File: config.mk
export PLATFORM = sky130hd
export DESIGN_NAME = palette_learn_and_quantize_unit
export DESIGN_NICKNAME = d
export VERILOG_FILES = /design/src/rtl/core/plq_pkg.sv /design/src/rtl/core/plq_fifo.sv /design/src/rtl/core/plq_front.sv /design/src/rtl/core/plq_back.sv /design/src/rtl/core/palette_learn_and_quantize_unit.sv
export VERILOG_INCLUDE_DIRS = /design/src /design/src/rtl/core
export SDC_FILE = /design/constraint.sdc
export NUM_CORES = 1
export LEC_CHECK = 0
export BUFFER_PORTS_ARGS = -buffer_cell sky130_fd_sc_hd__buf_2
export CAP_MARGIN = 30
export CELL_PAD_IN_SITES_DETAIL_PLACEMENT = 1
export CELL_PAD_IN_SITES_GLOBAL_PLACEMENT = 1
export CORE_MARGIN = 2
export CORE_UTILIZATION = 53
export DETAILED_ROUTE_END_ITERATION = 6
export PLACE_DENSITY_LB_ADDON = 0.1
export SKIP_CTS_REPAIR_TIMING = 1
export SYNTH_ARGS = -nofsm -noshare
export SYNTH_HDL_FRONTEND = slang
export SYNTH_SLANG_ARGS = --single-unit
File: constraint.sdc
create_clock -name clk_i -period 19.1 [get_ports clk_i]
set_input_delay 3.82 -clock clk_i [delete_from_list [all_inputs] [get_ports clk_i]]
set_output_delay 3.82 -clock clk_i [all_outputs]
set_load 0.02 [all_outputs]
File: src/rtl/core/palette_learn_and_quantize_unit_defines.svh
// ----------------------------------------------------------------------------
// Palette unit assertion macros
// Shared concurrent assertion forms, clocked on clk_i, muted during reset.
// ----------------------------------------------------------------------------
`ifndef PALETTE_LEARN_AND_QUANTIZE_UNIT_DEFINES_SVH
`define PALETTE_LEARN_AND_QUANTIZE_UNIT_DEFINES_SVH

// expression must hold at every edge out of reset
`define PLQ_ASSERT_ALWAYS(lbl, expr, msg) \
  lbl: assert property (@(posedge clk_i) disable iff (!rst_ni) (expr)) else $error(msg);

// consequent must follow the antecedent (non-overlapping implication)
`define PLQ_ASSERT_NEXT(lbl, ante, cons, msg) \
  lbl: assert property (@(posedge clk_i) disable iff (!rst_ni) (ante) |=> (cons)) \
    else $error(msg);

`endif

File: src/rtl/core/plq_pkg.sv
// ----------------------------------------------------------------------------
// Palette unit package
// Payload types, register codes, constants and the color distance function.
// ----------------------------------------------------------------------------
package plq_pkg;

  // palette sizing
  localparam int unsigned LEARNED_SLOTS = 15;
  localparam int unsigned SLOT_LIMIT    = (LEARNED_SLOTS < 15) ? LEARNED_SLOTS : 15;
  localparam int unsigned SLOT_DEPTH    = 16;
  localparam int unsigned SLOT_W        = 4;

  // queue between front and back
  localparam int unsigned QUEUE_DEPTH = 2;
  localparam int unsigned QPTR_W      = (QUEUE_DEPTH > 1) ? $clog2(QUEUE_DEPTH) : 1;
  localparam int unsigned QCNT_W      = $clog2(QUEUE_DEPTH + 1);

  // color constants
  localparam logic [23:0] DARK_LIMIT     = 24'h080808;
  localparam logic [7:0]  NEAR_THR_RESET = 8'd40;
  localparam int unsigned DIST_W         = 18;

  // configuration register indexes
  localparam int unsigned CFG_IDX_W    = 8;
  localparam logic [7:0]  CFG_BG_COLOR = 8'd0;
  localparam logic [7:0]  CFG_NEAR_THR = 8'd1;

  typedef enum logic [1:0] {
    OP_CLEAR = 2'd0,
    OP_LEARN = 2'd1,
    OP_MAP   = 2'd2
  } op_e;

  typedef struct packed {
    logic [1:0]  opcode;
    logic [23:0] pixel_rgb;
  } in_item_t;

  typedef struct packed {
    logic [3:0] color_index;
    logic       added;
    logic [3:0] used_slots;
  } out_item_t;

  // classified item handed from front to back
  typedef struct packed {
    logic [1:0]  opcode;
    logic [23:0] pixel_rgb;
    logic        skip;
  } work_t;

  function automatic logic [7:0] plq_abs_diff(input logic [7:0] a, input logic [7:0] b);
    plq_abs_diff = (a > b) ? (a - b) : (b - a);
  endfunction

  // squared RGB distance, max 3 * 255^2 fits in 18 bits
  function automatic logic [DIST_W-1:0] plq_sq_dist(input logic [23:0] a,
                                                    input logic [23:0] b);
    logic [15:0] dr;
    logic [15:0] dg;
    logic [15:0] db;
    logic [15:0] sr;
    logic [15:0] sg;
    logic [15:0] sb;
    dr = {8'd0, plq_abs_diff(a[23:16], b[23:16])};
    dg = {8'd0, plq_abs_diff(a[15:8], b[15:8])};
    db = {8'd0, plq_abs_diff(a[7:0], b[7:0])};
    sr = dr * dr;
    sg = dg * dg;
    sb = db * db;
    plq_sq_dist = DIST_W'(sr) + DIST_W'(sg) + DIST_W'(sb);
  endfunction

endpackage

File: src/rtl/core/plq_fifo.sv
// ----------------------------------------------------------------------------
// Palette unit work queue
// Short FIFO of classified items between the front and back parts.
// ----------------------------------------------------------------------------
`include "palette_learn_and_quantize_unit_defines.svh"

module plq_fifo
  import plq_pkg::*;
(
  input  logic  clk_i,
  input  logic  rst_ni,
  input  logic  wr_en_i,
  input  work_t wr_data_i,
  output logic  full_o,
  input  logic  rd_en_i,
  output work_t rd_data_o,
  output logic  empty_o
);

  work_t             mem_q [QUEUE_DEPTH];
  logic [QPTR_W-1:0] wr_ptr_q, wr_ptr_d;
  logic [QPTR_W-1:0] rd_ptr_q, rd_ptr_d;
  logic [QCNT_W-1:0] cnt_q, cnt_d;
  logic              do_wr;
  logic              do_rd;

  assign full_o    = (cnt_q == QCNT_W'(QUEUE_DEPTH));
  assign empty_o   = (cnt_q == '0);
  assign do_wr     = wr_en_i && !full_o;
  assign do_rd     = rd_en_i && !empty_o;
  assign rd_data_o = mem_q[rd_ptr_q];

  // pointer and fill count update
  always_comb begin
    wr_ptr_d = wr_ptr_q;
    rd_ptr_d = rd_ptr_q;
    cnt_d    = cnt_q;
    if (do_wr) begin
      wr_ptr_d = (wr_ptr_q == QPTR_W'(QUEUE_DEPTH - 1)) ? '0 : wr_ptr_q + 1'b1;
    end
    if (do_rd) begin
      rd_ptr_d = (rd_ptr_q == QPTR_W'(QUEUE_DEPTH - 1)) ? '0 : rd_ptr_q + 1'b1;
    end
    if (do_wr && !do_rd) begin
      cnt_d = cnt_q + 1'b1;
    end else if (do_rd && !do_wr) begin
      cnt_d = cnt_q - 1'b1;
    end
  end

  always_ff @(posedge clk_i or negedge rst_ni) begin
    if (!rst_ni) begin
      wr_ptr_q <= '0;
      rd_ptr_q <= '0;
      cnt_q    <= '0;
    end else begin
      wr_ptr_q <= wr_ptr_d;
      rd_ptr_q <= rd_ptr_d;
      cnt_q    <= cnt_d;
    end
  end

  // storage, no reset
  always_ff @(posedge clk_i) begin
    if (do_wr) begin
      mem_q[wr_ptr_q] <= wr_data_i;
    end
  end

  `PLQ_ASSERT_ALWAYS(a_fifo_cnt_range, cnt_q <= QCNT_W'(QUEUE_DEPTH), "fifo count overflow")
  `PLQ_ASSERT_NEXT(a_fifo_cnt_inc, do_wr && !do_rd, cnt_q == $past(cnt_q) + 1'b1,
                   "fifo count did not grow on write")
  `PLQ_ASSERT_ALWAYS(a_fifo_ptr_eq, (cnt_q != '0) || (rd_ptr_q == wr_ptr_q),
                     "fifo pointers differ while empty")

endmodule

File: src/rtl/core/plq_front.sv
// ----------------------------------------------------------------------------
// Palette unit front
// Holds the configuration registers, accepts items and flags skipped pixels.
// ----------------------------------------------------------------------------
module plq_front
  import plq_pkg::*;
(
  input  logic                 clk_i,
  input  logic                 rst_ni,
  // configuration
  input  logic                 cfg_valid_i,
  output logic                 cfg_ready_o,
  input  logic [CFG_IDX_W-1:0] cfg_index_i,
  input  logic [23:0]          cfg_data_i,
  // input channel
  input  logic                 push,
  output logic                 full,
  input  in_item_t             in_item_i,
  // queue write side
  output logic                 wr_en_o,
  output work_t                wr_data_o,
  input  logic                 q_full_i
);

  logic [23:0]       bg_q;
  logic [7:0]        thr_q;
  logic [15:0]       thr_sq;
  logic [DIST_W-1:0] bg_dist;
  logic              skip;

  assign cfg_ready_o = 1'b1;

  // configuration registers
  always_ff @(posedge clk_i or negedge rst_ni) begin
    if (!rst_ni) begin
      bg_q  <= '0;
      thr_q <= NEAR_THR_RESET;
    end else if (cfg_valid_i) begin
      case (cfg_index_i)
        CFG_BG_COLOR: bg_q  <= cfg_data_i;
        CFG_NEAR_THR: thr_q <= cfg_data_i[7:0];
        default: ;
      endcase
    end
  end

  // skip: near the background or darker than the dark limit
  assign thr_sq  = {8'd0, thr_q} * {8'd0, thr_q};
  assign bg_dist = plq_sq_dist(in_item_i.pixel_rgb, bg_q);
  assign skip    = (bg_dist < DIST_W'(thr_sq)) || (in_item_i.pixel_rgb < DARK_LIMIT);

  // a transfer goes straight into the work queue
  assign full                = q_full_i;
  assign wr_en_o             = push && !q_full_i;
  assign wr_data_o.opcode    = in_item_i.opcode;
  assign wr_data_o.pixel_rgb = in_item_i.pixel_rgb;
  assign wr_data_o.skip      = skip;

endmodule

File: src/rtl/core/plq_back.sv
// ----------------------------------------------------------------------------
// Palette unit back
// Owns the palette, scans it one slot a cycle and holds the result register.
// ----------------------------------------------------------------------------
`include "palette_learn_and_quantize_unit_defines.svh"

module plq_back
  import plq_pkg::*;
(
  input  logic      clk_i,
  input  logic      rst_ni,
  // queue read side
  input  logic      q_empty_i,
  input  work_t     q_data_i,
  output logic      q_pop_o,
  // result channel
  output logic      empty,
  input  logic      pop,
  output out_item_t out_item_o
);

  typedef enum logic [1:0] {
    S_IDLE = 2'd0,
    S_SCAN = 2'd1,
    S_EMIT = 2'd2
  } back_state_e;

  back_state_e       state_q, state_d;
  work_t             work_q, work_d;
  logic [SLOT_W-1:0] j_q, j_d;
  logic [SLOT_W-1:0] cnt_q, cnt_d;
  logic [SLOT_W-1:0] idx_q, idx_d;
  logic [DIST_W-1:0] best_q, best_d;
  out_item_t         res_q, res_d;
  out_item_t         out_q, out_d;
  logic              out_valid_q, out_valid_d;

  logic [23:0]       pal_q [SLOT_DEPTH];
  logic              pal_we;
  logic [SLOT_W-1:0] pal_waddr;
  logic [23:0]       rd_slot;
  logic [DIST_W-1:0] slot_dist;
  logic              take;
  logic              match;
  logic              last;

  // slot 0 is black; learned slots come from the register file
  assign rd_slot   = (j_q == '0) ? 24'd0 : pal_q[j_q];
  assign slot_dist = plq_sq_dist(work_q.pixel_rgb, rd_slot);
  assign take      = (j_q == '0) || (slot_dist < best_q);
  assign match     = (j_q <= cnt_q) && (rd_slot == work_q.pixel_rgb);
  assign last      = (j_q >= cnt_q);

  assign empty      = !out_valid_q;
  assign out_item_o = out_q;

  // sequencer
  always_comb begin
    state_d     = state_q;
    work_d      = work_q;
    j_d         = j_q;
    cnt_d       = cnt_q;
    idx_d       = idx_q;
    best_d      = best_q;
    res_d       = res_q;
    out_d       = out_q;
    out_valid_d = out_valid_q;
    q_pop_o     = 1'b0;
    pal_we      = 1'b0;
    pal_waddr   = cnt_q + 1'b1;

    if (pop && out_valid_q) begin
      out_valid_d = 1'b0;
    end

    case (state_q)
      S_IDLE: begin
        if (!q_empty_i) begin
          q_pop_o = 1'b1;
          work_d  = q_data_i;
          res_d   = '{color_index: '0, added: 1'b0, used_slots: cnt_q};
          case (q_data_i.opcode)
            OP_CLEAR: begin
              cnt_d            = '0;
              res_d.used_slots = '0;
              state_d          = S_EMIT;
            end
            OP_LEARN: begin
              j_d     = SLOT_W'(1);
              state_d = q_data_i.skip ? S_EMIT : S_SCAN;
            end
            OP_MAP: begin
              j_d     = '0;
              state_d = q_data_i.skip ? S_EMIT : S_SCAN;
            end
            default: state_d = S_EMIT;
          endcase
        end
      end

      S_SCAN: begin
        if (work_q.opcode == OP_LEARN) begin
          // look for the color in slots 1..count, append at the end
          if (match) begin
            state_d = S_EMIT;
          end else if (last) begin
            if (cnt_q < SLOT_W'(SLOT_LIMIT)) begin
              pal_we           = 1'b1;
              cnt_d            = cnt_q + 1'b1;
              res_d.added      = 1'b1;
              res_d.used_slots = cnt_q + 1'b1;
            end
            state_d = S_EMIT;
          end else begin
            j_d = j_q + 1'b1;
          end
        end else begin
          // nearest slot, strict compare keeps the lower index on ties
          if (take) begin
            best_d = slot_dist;
            idx_d  = j_q;
          end
          if (j_q == cnt_q) begin
            res_d.color_index = take ? j_q : idx_q;
            state_d           = S_EMIT;
          end else begin
            j_d = j_q + 1'b1;
          end
        end
      end

      S_EMIT: begin
        if (!out_valid_q || pop) begin
          out_d       = res_q;
          out_valid_d = 1'b1;
          state_d     = S_IDLE;
        end
      end

      default: state_d = S_IDLE;
    endcase
  end

  always_ff @(posedge clk_i or negedge rst_ni) begin
    if (!rst_ni) begin
      state_q     <= S_IDLE;
      cnt_q       <= '0;
      out_valid_q <= 1'b0;
    end else begin
      state_q     <= state_d;
      cnt_q       <= cnt_d;
      out_valid_q <= out_valid_d;
    end
  end

  // datapath registers
  always_ff @(posedge clk_i) begin
    work_q <= work_d;
    j_q    <= j_d;
    idx_q  <= idx_d;
    best_q <= best_d;
    res_q  <= res_d;
    out_q  <= out_d;
  end

  // palette register file, learned slots only
  always_ff @(posedge clk_i) begin
    if (pal_we) begin
      pal_q[pal_waddr] <= work_q.pixel_rgb;
    end
  end

  `PLQ_ASSERT_ALWAYS(a_cnt_limit, cnt_q <= SLOT_W'(SLOT_LIMIT), "palette count over limit")
  `PLQ_ASSERT_ALWAYS(a_map_scan_range,
                     (state_q != S_SCAN) || (work_q.opcode != OP_MAP) || (j_q <= cnt_q),
                     "map scan past last valid slot")
  `PLQ_ASSERT_NEXT(a_emit_done, (state_q == S_EMIT) && (!out_valid_q || pop),
                   out_valid_q && (state_q == S_IDLE), "result not loaded on emit")
  `PLQ_ASSERT_ALWAYS(a_pop_idle, !q_pop_o || (state_q == S_IDLE), "queue read outside idle")

endmodule

File: src/rtl/core/palette_learn_and_quantize_unit.sv
// ----------------------------------------------------------------------------
// Palette learn and quantize unit
// Learns a 16-slot RGB palette and maps pixels to nearest-color indices.
// ----------------------------------------------------------------------------
// Usage:
//   Input queue: drive in_item_i and raise push; a transfer happens when full
//   is low. Opcodes: clear palette, learn color, map color to index.
//   Result queue: while empty is low, out_item_o holds the oldest result;
//   raise pop to take it. Every item gives exactly one result.
//   Configuration: cfg_valid_i/cfg_ready_o with cfg_index_i selecting the
//   background color (0) or near threshold (1); write only while idle.
// Timing:
//   The front classifies an item in its accept cycle and queues it (2 deep).
//   The back handles one item at a time: it fetches it, then scans one
//   palette slot per cycle (map: used_slots + 1 slots, learn: up to
//   used_slots, at least 1), then loads the result register. Clear, skipped
//   pixels and unknown opcodes skip the scan and go straight to the load.
// Reset: palette count 0, background black, threshold 40, queues empty.
// Stall: while a result waits, the back holds in its emit step; the front
//   keeps taking items until the work queue is full.
// ----------------------------------------------------------------------------
module palette_learn_and_quantize_unit
  import plq_pkg::*;
(
  input  logic                 clk_i,
  input  logic                 rst_ni,
  // configuration
  input  logic                 cfg_valid_i,
  output logic                 cfg_ready_o,
  input  logic [CFG_IDX_W-1:0] cfg_index_i,
  input  logic [23:0]          cfg_data_i,
  // input channel
  input  logic                 push,
  output logic                 full,
  input  in_item_t             in_item_i,
  // result channel
  output logic                 empty,
  input  logic                 pop,
  output out_item_t            out_item_o
);

  logic  wr_en;
  work_t wr_data;
  logic  q_full;
  logic  q_empty;
  logic  q_pop;
  work_t q_data;

  plq_front u_front (
    .clk_i       (clk_i),
    .rst_ni      (rst_ni),
    .cfg_valid_i (cfg_valid_i),
    .cfg_ready_o (cfg_ready_o),
    .cfg_index_i (cfg_index_i),
    .cfg_data_i  (cfg_data_i),
    .push        (push),
    .full        (full),
    .in_item_i   (in_item_i),
    .wr_en_o     (wr_en),
    .wr_data_o   (wr_data),
    .q_full_i    (q_full)
  );

  plq_fifo u_fifo (
    .clk_i     (clk_i),
    .rst_ni    (rst_ni),
    .wr_en_i   (wr_en),
    .wr_data_i (wr_data),
    .full_o    (q_full),
    .rd_en_i   (q_pop),
    .rd_data_o (q_data),
    .empty_o   (q_empty)
  );

  plq_back u_back (
    .clk_i      (clk_i),
    .rst_ni     (rst_ni),
    .q_empty_i  (q_empty),
    .q_data_i   (q_data),
    .q_pop_o    (q_pop),
    .empty      (empty),
    .pop        (pop),
    .out_item_o (out_item_o)
  );

endmodule

==> results of run 1 <==
## cells in the final DEF (no fill, tap or decap), drive strengths merged, types with 8 or more instances in the layout
cell	instances
a21boi	8
edfxtp	508
clkbuf	74
a211oi	13
xnor2	82
mux4	99
and3	19
and4	8
nor4	18
mux2i	53
buf	119
nor2b	23
a21oi	93
clkinv	22
xor2	45
o21ai	105
nand4	18
dfrtp	41
nor2	205
nand2b	52
ha	350
a31oi	17
o211ai	11
nand2	196
nand3	44
nor3	43
a21o	38
and2	43
inv	549
or2	47
mux2	74
o31ai	10
o21a	14
fa	270
o21bai	9
## logic make-up (layout without fill, tap and decap cells)
group           Yosys count  after routing  share of synthesized area
fa+ha+maj               620            620                     0.2466
compound gates          386            386                    0.06497
other cells               2              5                  0.0001893
buf+inv                 638            771                    0.06301
xor+xnor                127            127                    0.03002
mux                     226            226                    0.09058
flops                   555            555                     0.4137
simple gates            738            738                    0.09086
## metal layers
layer / share of wire / vias up
met5: 0.00070 / -
li1: - / 11505
met2: 0.53 / 496
met4: 0.027 / 10
met1: 0.40 / 13252
met3: 0.037 / 154
## metrics by stage
step	utilization	worst slack, ns	hold WS [ns]
2_1_floorplan	-	4.747	0.4003
3_3_place_gp	0.5538	3.494	0.4023
3_5_place_dp	0.5543	3.173	0.4061
4_1_cts	0.5798	3.161	0.4250
5_1_grt	0.5802	2.108	0.4296
6_report	0.5803	3.264	0.4248
## worst register-to-register path, delay by kind of cell, from the launching register on
kind	cells	cell delay, ns
xor gates and xnor gates	2	0.96
buffers and inverters	11	1.41
and+or+nand+nor	9	1.88
muxes	2	0.87
adders and majority gates	14	6.58
DFF	1	0.83
AOI/OAI and AO/OA	11	2.96
## worst min path at each step
stage | end | slack [ns] | depth (start not counted)
2_1_floorplan | u_back.out_item_o[0] | 0.40 | 0
3_3_place_gp | u_back.out_item_o[2] | 0.40 | 0
3_5_place_dp | u_back.out_item_o[2] | 0.41 | 0
4_1_cts | u_back.out_item_o[8] | 0.43 | 0
5_1_grt | u_back.out_item_o[1] | 0.43 | 0
6_report | u_back.out_item_o[1] | 0.42 | 0
## cells in the mapped netlist, drive strengths merged (45+ instances only)
cell type / count / area share
xnor2: 82 / 0.019
or2: 47 / 0.0074
nor2: 205 / 0.019
inv: 546 / 0.052
mux2: 74 / 0.021
fa: 270 / 0.14
nand2b: 52 / 0.0082
a21oi: 93 / 0.012
mux2i: 53 / 0.013
mux4: 99 / 0.056
edfxtp: 508 / 0.38
xor2: 45 / 0.011
clkbuf: 48 / 0.0047
o21ai: 105 / 0.014
nand2: 196 / 0.019
ha: 350 / 0.11
## cell type report
cell class / count / area (um2) / area share
multi-input combinational: 2100 / 20820 / 0.4827
sequential: 555 / 16420 / 0.3808
inverter: 546 / 2049 / 0.04752
clock buffer: 74 / 1540 / 0.03571
tap: 969 / 1212 / 0.02811
timing repair buffer: 119 / 723.2 / 0.01677
clock inverter: 32 / 356.6 / 0.008269
antenna: 2 / 5.005 / 0.0001160
## state kept, by name, indices dropped and copies added (netlist names), named ones only
register,cells
u_back.best_q,18
u_front.bg_q,24
u_back.cnt_q,4
u_back.state_q,2
u_back.res_q,9
u_fifo.rd_ptr_q,1
u_back.out_item_o,9
u_back.out_valid_q,1
u_fifo.mem_q,54
u_back.pal_q,384
u_fifo.cnt_q,2
u_back.idx_q,4
u_front.thr_q,8
u_back.j_q,4
u_back.work_q,26
u_fifo.wr_ptr_q,1
==> results.json, run 1 <==
{
  "cp_slowest_stage_delay_ns": 0.83,
  "syn_inst": 3292,
  "portBuffers": 73,
  "clk_pin_slew_ns": 0.06,
  "yosysWarnings": 0,
  "start_kind": "flop",
  "setup_tns_ns": 0,
  "finalSetupViolations": 0,
  "antenna_found_initial": 8,
  "cp_data_arrival_time_ns": 16.13,
  "worst_pin_slew_ns": 1.071,
  "cts.sinks": 555,
  "timing.critical_path.to": "u_back.best_q[5]",
  "layout.nets": 4061,
  "via_count": 25417,
  "drive_gt1_frac": 0.1433,
  "use_met3": 0.03024,
  "timing.rr.end": "u_back.best_q[5]",
  "grt_pass1_vias": 28540,
  "cts_buffer_depth": 3,
  "routabilityCongestion": 0.8568,
  "viasPerCell": 5.781,
  "r2r_setup_slack_ns": 3.26,
  "dr.pass1.iters": 5,
  "cp_max_fo": 35,
  "rsz0062_at_grt": "false",
  "grt_max_degree": 55,
  "dieArea_mm2": 0.07706,
  "dp.cells": 4285,
  "ys_seq_area_frac": 0.4137,
  "start_util": 0.5338,
  "yosys_most_used_dff": "edfxtp_1",
  "die_w_um": 277.6,
  "relSlewSlack": 0.2860,
  "avgRoutedWirePerCell_um": 23.18,
  "finalNonFillerCells": 4397,
  "outcome": "finished clean",
  "cts_tree": "yes",
  "synth.distinct_cells": 104,
  "skew_ns": 0.03357,
  "root_buffer": "clkbuf_16",
  "drtIter0Drc": 1478,
  "rr_worst_depth": 49,
  "async_flop_share": 0.07748,
  "synth_edf_count": 508,
  "critPathSlowestCell": "dfxtp_4",
  "hold_viol": 0,
  "maxCapViolCount": 0,
  "hp-start": "u_back.res_q[1]",
  "synth_seq_cells": 555,
  "fin_area_mm2": 0.04313,
  "grt_first_pass_wirelength_um": 161800,
  "use_met2": 0.5034,
  "hp-class": "flop to flop",
  "grt_overflow": 0,
  "path_delay_family": "adder cells",
  "critPathBufInv": 11,
  "min_period_ns": 15.84,
  "end_kind": "flop",
  "use_met1": 0.3333,
  "drc": 0,
  "die_h_um": 277.6,
  "numCtsBuffers": 56,
  "crit_top_cell": "fa_1",
  "track_usage": 0.2712,
  "hpwl_um": 74380,
  "insertion_delay_ns": 0.64,
  "critPathKind": "flop to flop",
  "avgSynthCellArea_um2": 12.05,
  "busiest_layer": "met2",
  "period_share": 0.8291,
  "syn_area_mm2": 0.03967,
  "ant_nets": 0,
  "rows": 100,
  "fillCellCount": 7582,
  "crit_required_ns": 19.39,
  "area_growth_pct": 8.708,
  "fmaxAchievable_mhz": 63.15,
  "slew_violations": 0,
  "crit_cells": 49,
  "htree_levels": 2,
  "wirelength_um": 101900,
  "pin_count": 75,
  "core_area_mm2": 0.07432,
  "postPlaceCellArea_mm2": 0.04119
}
Power of run 1 is left out: the tool's default activity adds up to more than one toggle a clock period on the data nets, which glitch-free logic cannot reach.
==> run 2, diff against run 1 <==
==> constraint.sdc (replaced) <==
create_clock -name clk_i -period 14.9 [get_ports clk_i]
set_input_delay 2.98 -clock clk_i [delete_from_list [all_inputs] [get_ports clk_i]]
set_output_delay 2.98 -clock clk_i [all_outputs]
set_load 0.02 [all_outputs]
==> run 2 against run 1 <==
Worst hold slack better by 0.0054 ns. Global-route usage up 0.22 points. Setup slack worse by 2.5 ns. Die area unchanged. Clock skew up 0.019 ns. Register-to-register slack worse by 2.5 ns. Wire length up 0.61%. Utilization up 0.54 points. Critical path depth unchanged. Fmax up 12%. Largest cell class unchanged.
==> results.json, run 2 (synthesis results as in run 1) <==
{
  "outcome": "finished clean",
  "fmaxAchievable_mhz": 70.67,
  "cp_data_arrival_time_ns": 14.45,
  "r2r_setup_slack_ns": 0.75,
  "die_w_um": 277.6,
  "hold_viol": 0,
  "grt_overflow": 0,
  "dr.pass1.iters": 5,
  "hp-start": "u_back.res_q[1]",
  "dp.cells": 4316,
  "rsz0062_at_grt": "false",
  "maxCapViolCount": 0,
  "skew_ns": 0.05272,
  "routabilityCongestion": 0.8688,
  "layout.nets": 4098,
  "area_growth_pct": 9.720,
  "finalNonFillerCells": 4430,
  "clk_pin_slew_ns": 0.06,
  "whs_endpoint": "u_back.out_item_o[1]",
  "start_util": 0.5338,
  "hold_slack_ns": 0.4301,
  "critPathKind": "flop to flop",
  "dieArea_mm2": 0.07706,
  "crit_top_cell": "fa_1",
  "top_regs": "u_back.pal_q (384), u_fifo.mem_q (54), u_back.work_q (26)",
  "worst_pin_slew_ns": 1.036,
  "timing.rr.end": "u_back.best_q[0]",
  "wirelength_um": 102600,
  "viasPerCell": 5.771,
  "hp-class": "flop to flop",
  "layout_setup_ws_ns": 0.7505,
  "via_count": 25564,
  "cts_buffer_depth": 3,
  "grt_max_degree": 45,
  "die_h_um": 277.6,
  "final_core_util": 0.5857,
  "layout_commonest_cell": "inv_1",
  "rr_worst_depth": 49,
  "portBuffers": 73,
  "htree_levels": 2,
  "cts.sinks": 555,
  "pin_count": 75,
  "antenna_found_initial": 10,
  "regMostFlops": "u_back.pal_q",
  "start_kind": "flop",
  "finalSetupViolations": 0,
  "cp_slowest_stage_delay_ns": 0.58,
  "min_delay_path_depth": 0,
  "final_cell_mix": "inv_1, edfxtp_1, ha_1",
  "hpwl_um": 76210,
  "largest_register_ffs": 384,
  "fillCellCount": 7614,
  "grt_pass1_vias": 28901,
  "period_share": 0.9496,
  "drive_gt1_frac": 0.1564,
  "end_kind": "flop",
  "root_buffer": "clkbuf_16",
  "avgRoutedWirePerCell_um": 23.15,
  "crit_required_ns": 15.20,
  "ant_nets": 0,
  "track_usage": 0.2734,
  "drtIter0Drc": 1394,
  "rows": 100,
  "insertion_delay_ns": 0.63,
  "cts_tree": "yes",
  "numCtsBuffers": 54,
  "cp_max_fo": 36,
  "grt_first_pass_wirelength_um": 164100,
  "relSlewSlack": 0.3044,
  "min_period_ns": 14.15,
  "place_ws_ns": 0.02975,
  "critPathSlowestCell": "fa_1",
  "slew_violations": 0,
  "drc": 0,
  "core_area_mm2": 0.07432
}
run 2: changes by cell type in the layout (fill, tap and decap cells not counted), moves of 4 or more:
| cell | previous run | this run |
|---|---|---|
| clkinvlp_4 | 1 | 6 |
| clkinv_2 | 10 | 5 |
| buf_12 | 1 | 5 |
| clkbuf_8 | 5 | 1 |
| buf_4 | 45 | 78 |
run 2: stage by stage:
| stage | area (um2) | TNS (ns) |
|---|---|---|
| 3_5_place_dp | 41460 | 0 |
| 4_1_cts | 43300 | -0.9246 |
| 6_report | 43530 | 0 |
| 5_1_grt | 43530 | 0 |
| 3_3_place_gp | 41420 | 0 |
| 2_1_floorplan | 39680 | 0 |
run 2: cell type report:
| cell class | count | area, um2 | share of cell area |
|---|---|---|---|
| Inverter | 546 | 2049 | 0.04708 |
| Clock buffer | 67 | 1410 | 0.03240 |
| Sequential cell | 555 | 16420 | 0.3773 |
| Tap cell | 969 | 1212 | 0.02785 |
| Antenna cell | 1 | 2.502 | 0.00005749 |
| Clock inverter | 34 | 429.2 | 0.009859 |
| Timing Repair Buffer | 158 | 1104 | 0.02535 |
| Multi-Input combinational cell | 2100 | 20900 | 0.4801 |
run 2: worst max path at each step:
stage          slack (ns)  cells after the start           from            endpoint
2_1_floorplan        0.69                     53           flop    u_back.best_q[0]
3_5_place_dp         0.03                     44  in_item_i[16]  u_fifo.mem_q[1][0]
4_1_cts             -0.05                     47           flop    u_back.best_q[0]
5_1_grt             0.003                     51           flop    u_back.best_q[0]
6_report             0.75                     49           flop    u_back.best_q[0]
3_3_place_gp         0.34                     46  in_item_i[16]  u_fifo.mem_q[0][0]
run 2: worst max-delay path: cells and delay by family, from the launching register on:
kind                     cells  cell delay, ns
AO/OA/AOI/OAI               13            3.01
XOR/XNOR                     2            0.36
adder cells (fa/ha/maj)     14            6.48
buffers and inverters       11            1.35
flip-flops                   1            0.52
multiplexers                 2            0.37
AND/OR/NAND/NOR              7            1.69
run 2: routing by layer:
metal | global-route usage | vias up | routed length, um
met5 | 0 | - | 119
met3 | 0.02864 | 128 | 3678
met1 | 0.3401 | 13353 | 41520
met4 | 0.05974 | 16 | 2069
met2 | 0.5119 | 484 | 55160
li1 | - | 11583 | -
Power of run 2 is left out for the same reason.
==> run 3, diff against run 2 <==
--- a/config.mk
+++ b/config.mk
@@ -11,7 +11,7 @@
 export CELL_PAD_IN_SITES_DETAIL_PLACEMENT = 1
 export CELL_PAD_IN_SITES_GLOBAL_PLACEMENT = 1
 export CORE_MARGIN = 2
-export CORE_UTILIZATION = 53
+export CORE_UTILIZATION = 40
 export DETAILED_ROUTE_END_ITERATION = 6
 export PLACE_DENSITY_LB_ADDON = 0.1
 export SKIP_CTS_REPAIR_TIMING = 1
==> run 3 against run 2 <==
Clock skew increased by 0.0032 ns. Critical endpoint is now u_fifo.mem_q[1][0]. Critical path type is now input pin to flop. Fmax increased by 0.46%. Global-route usage decreased by 6.3 points. Wire length increased by 2.1%. Via count decreased by 2.0%. Sequential cell count unchanged. Utilization decreased by 14 points. Register-to-register slack improved by 0.14 ns.
==> results.json, run 3 (synthesis results as in run 1) <==
{
  "outcome": "finished clean",
  "ant_nets": 0,
  "fillCellCount": 10423,
  "period_share": 0.9453,
  "rsz0062_at_grt": "false",
  "routabilityCongestion": 0.8601,
  "avgRoutedWirePerCell_um": 21.91,
  "hold_viol": 0,
  "drive_gt1_frac": 0.1590,
  "crit_top_cell": "fa_1",
  "core_area_mm2": 0.09828,
  "grt_max_degree": 44,
  "slew_violations": 0,
  "track_usage": 0.2104,
  "area_growth_pct": 11.20,
  "die_w_um": 318.9,
  "setup_tns_ns": 0,
  "critPathBufInv": 5,
  "min_period_ns": 14.09,
  "largest_register_ffs": 384,
  "cp_slowest_stage_delay_ns": 0.55,
  "hpwl_um": 79790,
  "rows": 115,
  "grt_first_pass_wirelength_um": 165800,
  "grt_overflow": 0,
  "skew_ns": 0.05595,
  "portBuffers": 73,
  "rr_worst_depth": 54,
  "worst_pin_slew_ns": 0.9922,
  "viasPerCell": 5.241,
  "min_delay_path_depth": 0,
  "start_util": 0.4037,
  "crit_required_ns": 15.40,
  "crit_cells": 44,
  "critPathKind": "input pin to flop",
  "fmaxAchievable_mhz": 71.00,
  "htree_levels": 2,
  "numCtsBuffers": 61,
  "cts.sinks": 555,
  "cp_data_arrival_time_ns": 14.58,
  "cts_tree": "yes",
  "wirelength_um": 104700,
  "layout_commonest_cell": "inv_1",
  "relSlewSlack": 0.3330,
  "critPathSlowestCell": "fa_1",
  "drtIter0Drc": 1031,
  "root_buffer": "clkbuf_16",
  "cts_buffer_depth": 3,
  "via_count": 25051,
  "pin_count": 75,
  "hp-start": "u_back.res_q[7]",
  "critical_path.startpoint": "in_item_i[16]",
  "end_kind": "flop",
  "maxCapViolCount": 0,
  "clk_pin_slew_ns": 0.06,
  "top_regs": "u_back.pal_q (384), u_fifo.mem_q (54), u_back.work_q (26)",
  "finalSetupViolations": 0,
  "insertion_delay_ns": 0.69,
  "drc": 0,
  "path_delay_family": "adder cells",
  "grt_pass1_vias": 28335,
  "cp_max_fo": 5,
  "die_h_um": 318.9,
  "layout.nets": 4122,
  "dieArea_mm2": 0.1017,
  "start_kind": "input pin",
  "antenna_found_initial": 4,
  "dr.pass1.iters": 5,
  "final_cell_mix": "inv_1, edfxtp_1, ha_1",
  "hp-class": "flop to flop",
  "regMostFlops": "u_back.pal_q"
}
[run 3: final cells by class]
class / count / area [um2] / area share
Antenna cell: 2 / 5.005 / 0.0001135
Clock buffer: 85 / 1627 / 0.03687
Clock inverter: 30 / 290.3 / 0.006580
Inverter: 546 / 2049 / 0.04646
Multi-Input combinational cell: 2100 / 20900 / 0.4737
Sequential cell: 555 / 16420 / 0.3723
Tap cell: 1287 / 1610 / 0.03650
Timing Repair Buffer: 175 / 1214 / 0.02751
[run 3: worst reg2reg max path, delay by kind of cell, from the launching register on]
family / cells / cell delay, ns
AOI/OAI and AO/OA: 13 / 2.73
xor gates and xnor gates: 3 / 0.54
adders and majority gates: 15 / 6.24
buffers and inverters: 15 / 1.55
DFF: 1 / 0.54
muxes: 3 / 1.20
and+or+nand+nor: 5 / 0.93
[run 3: path summary, 6_finish.rpt]
check                                        to  slack, ns
min                        u_back.out_item_o[7]       0.42
max                          u_fifo.mem_q[1][0]       0.81
min in group asynchronous       u_front.bg_q[4]       2.40
max in group asynchronous      u_front.bg_q[20]      11.87
max reg2reg                   u_back.best_q[16]       0.89
min reg2reg                u_back.out_item_o[7]       0.42
[run 3: routing by layer]
metal | up-vias | track usage | part of all wire
met3 | 95 | 0.02394 | 0.029
met2 | 291 | 0.3935 | 0.53
li1 | 11640 | - | -
met1 | 13025 | 0.2595 | 0.42
met4 | 0 | 0.04466 | 0.019
met5 | - | 0 | 0
[run 3: through the flow]
step	cell area, um2	std cells	hold WS, ns	worst slack, ns	util
after floorplan	39680	3293	0.4003	0.6926	-
after global placement	42010	4652	0.4051	0.3635	0.4274
after detailed placement	42050	4658	0.4063	0.06136	0.4279
after CTS	43970	4773	0.4205	0.07840	0.4474
after global routing	44110	4780	0.4248	0.003038	0.4489
final	44110	4780	0.4216	0.8146	0.4489
Power of run 3 is left out for the same reason.
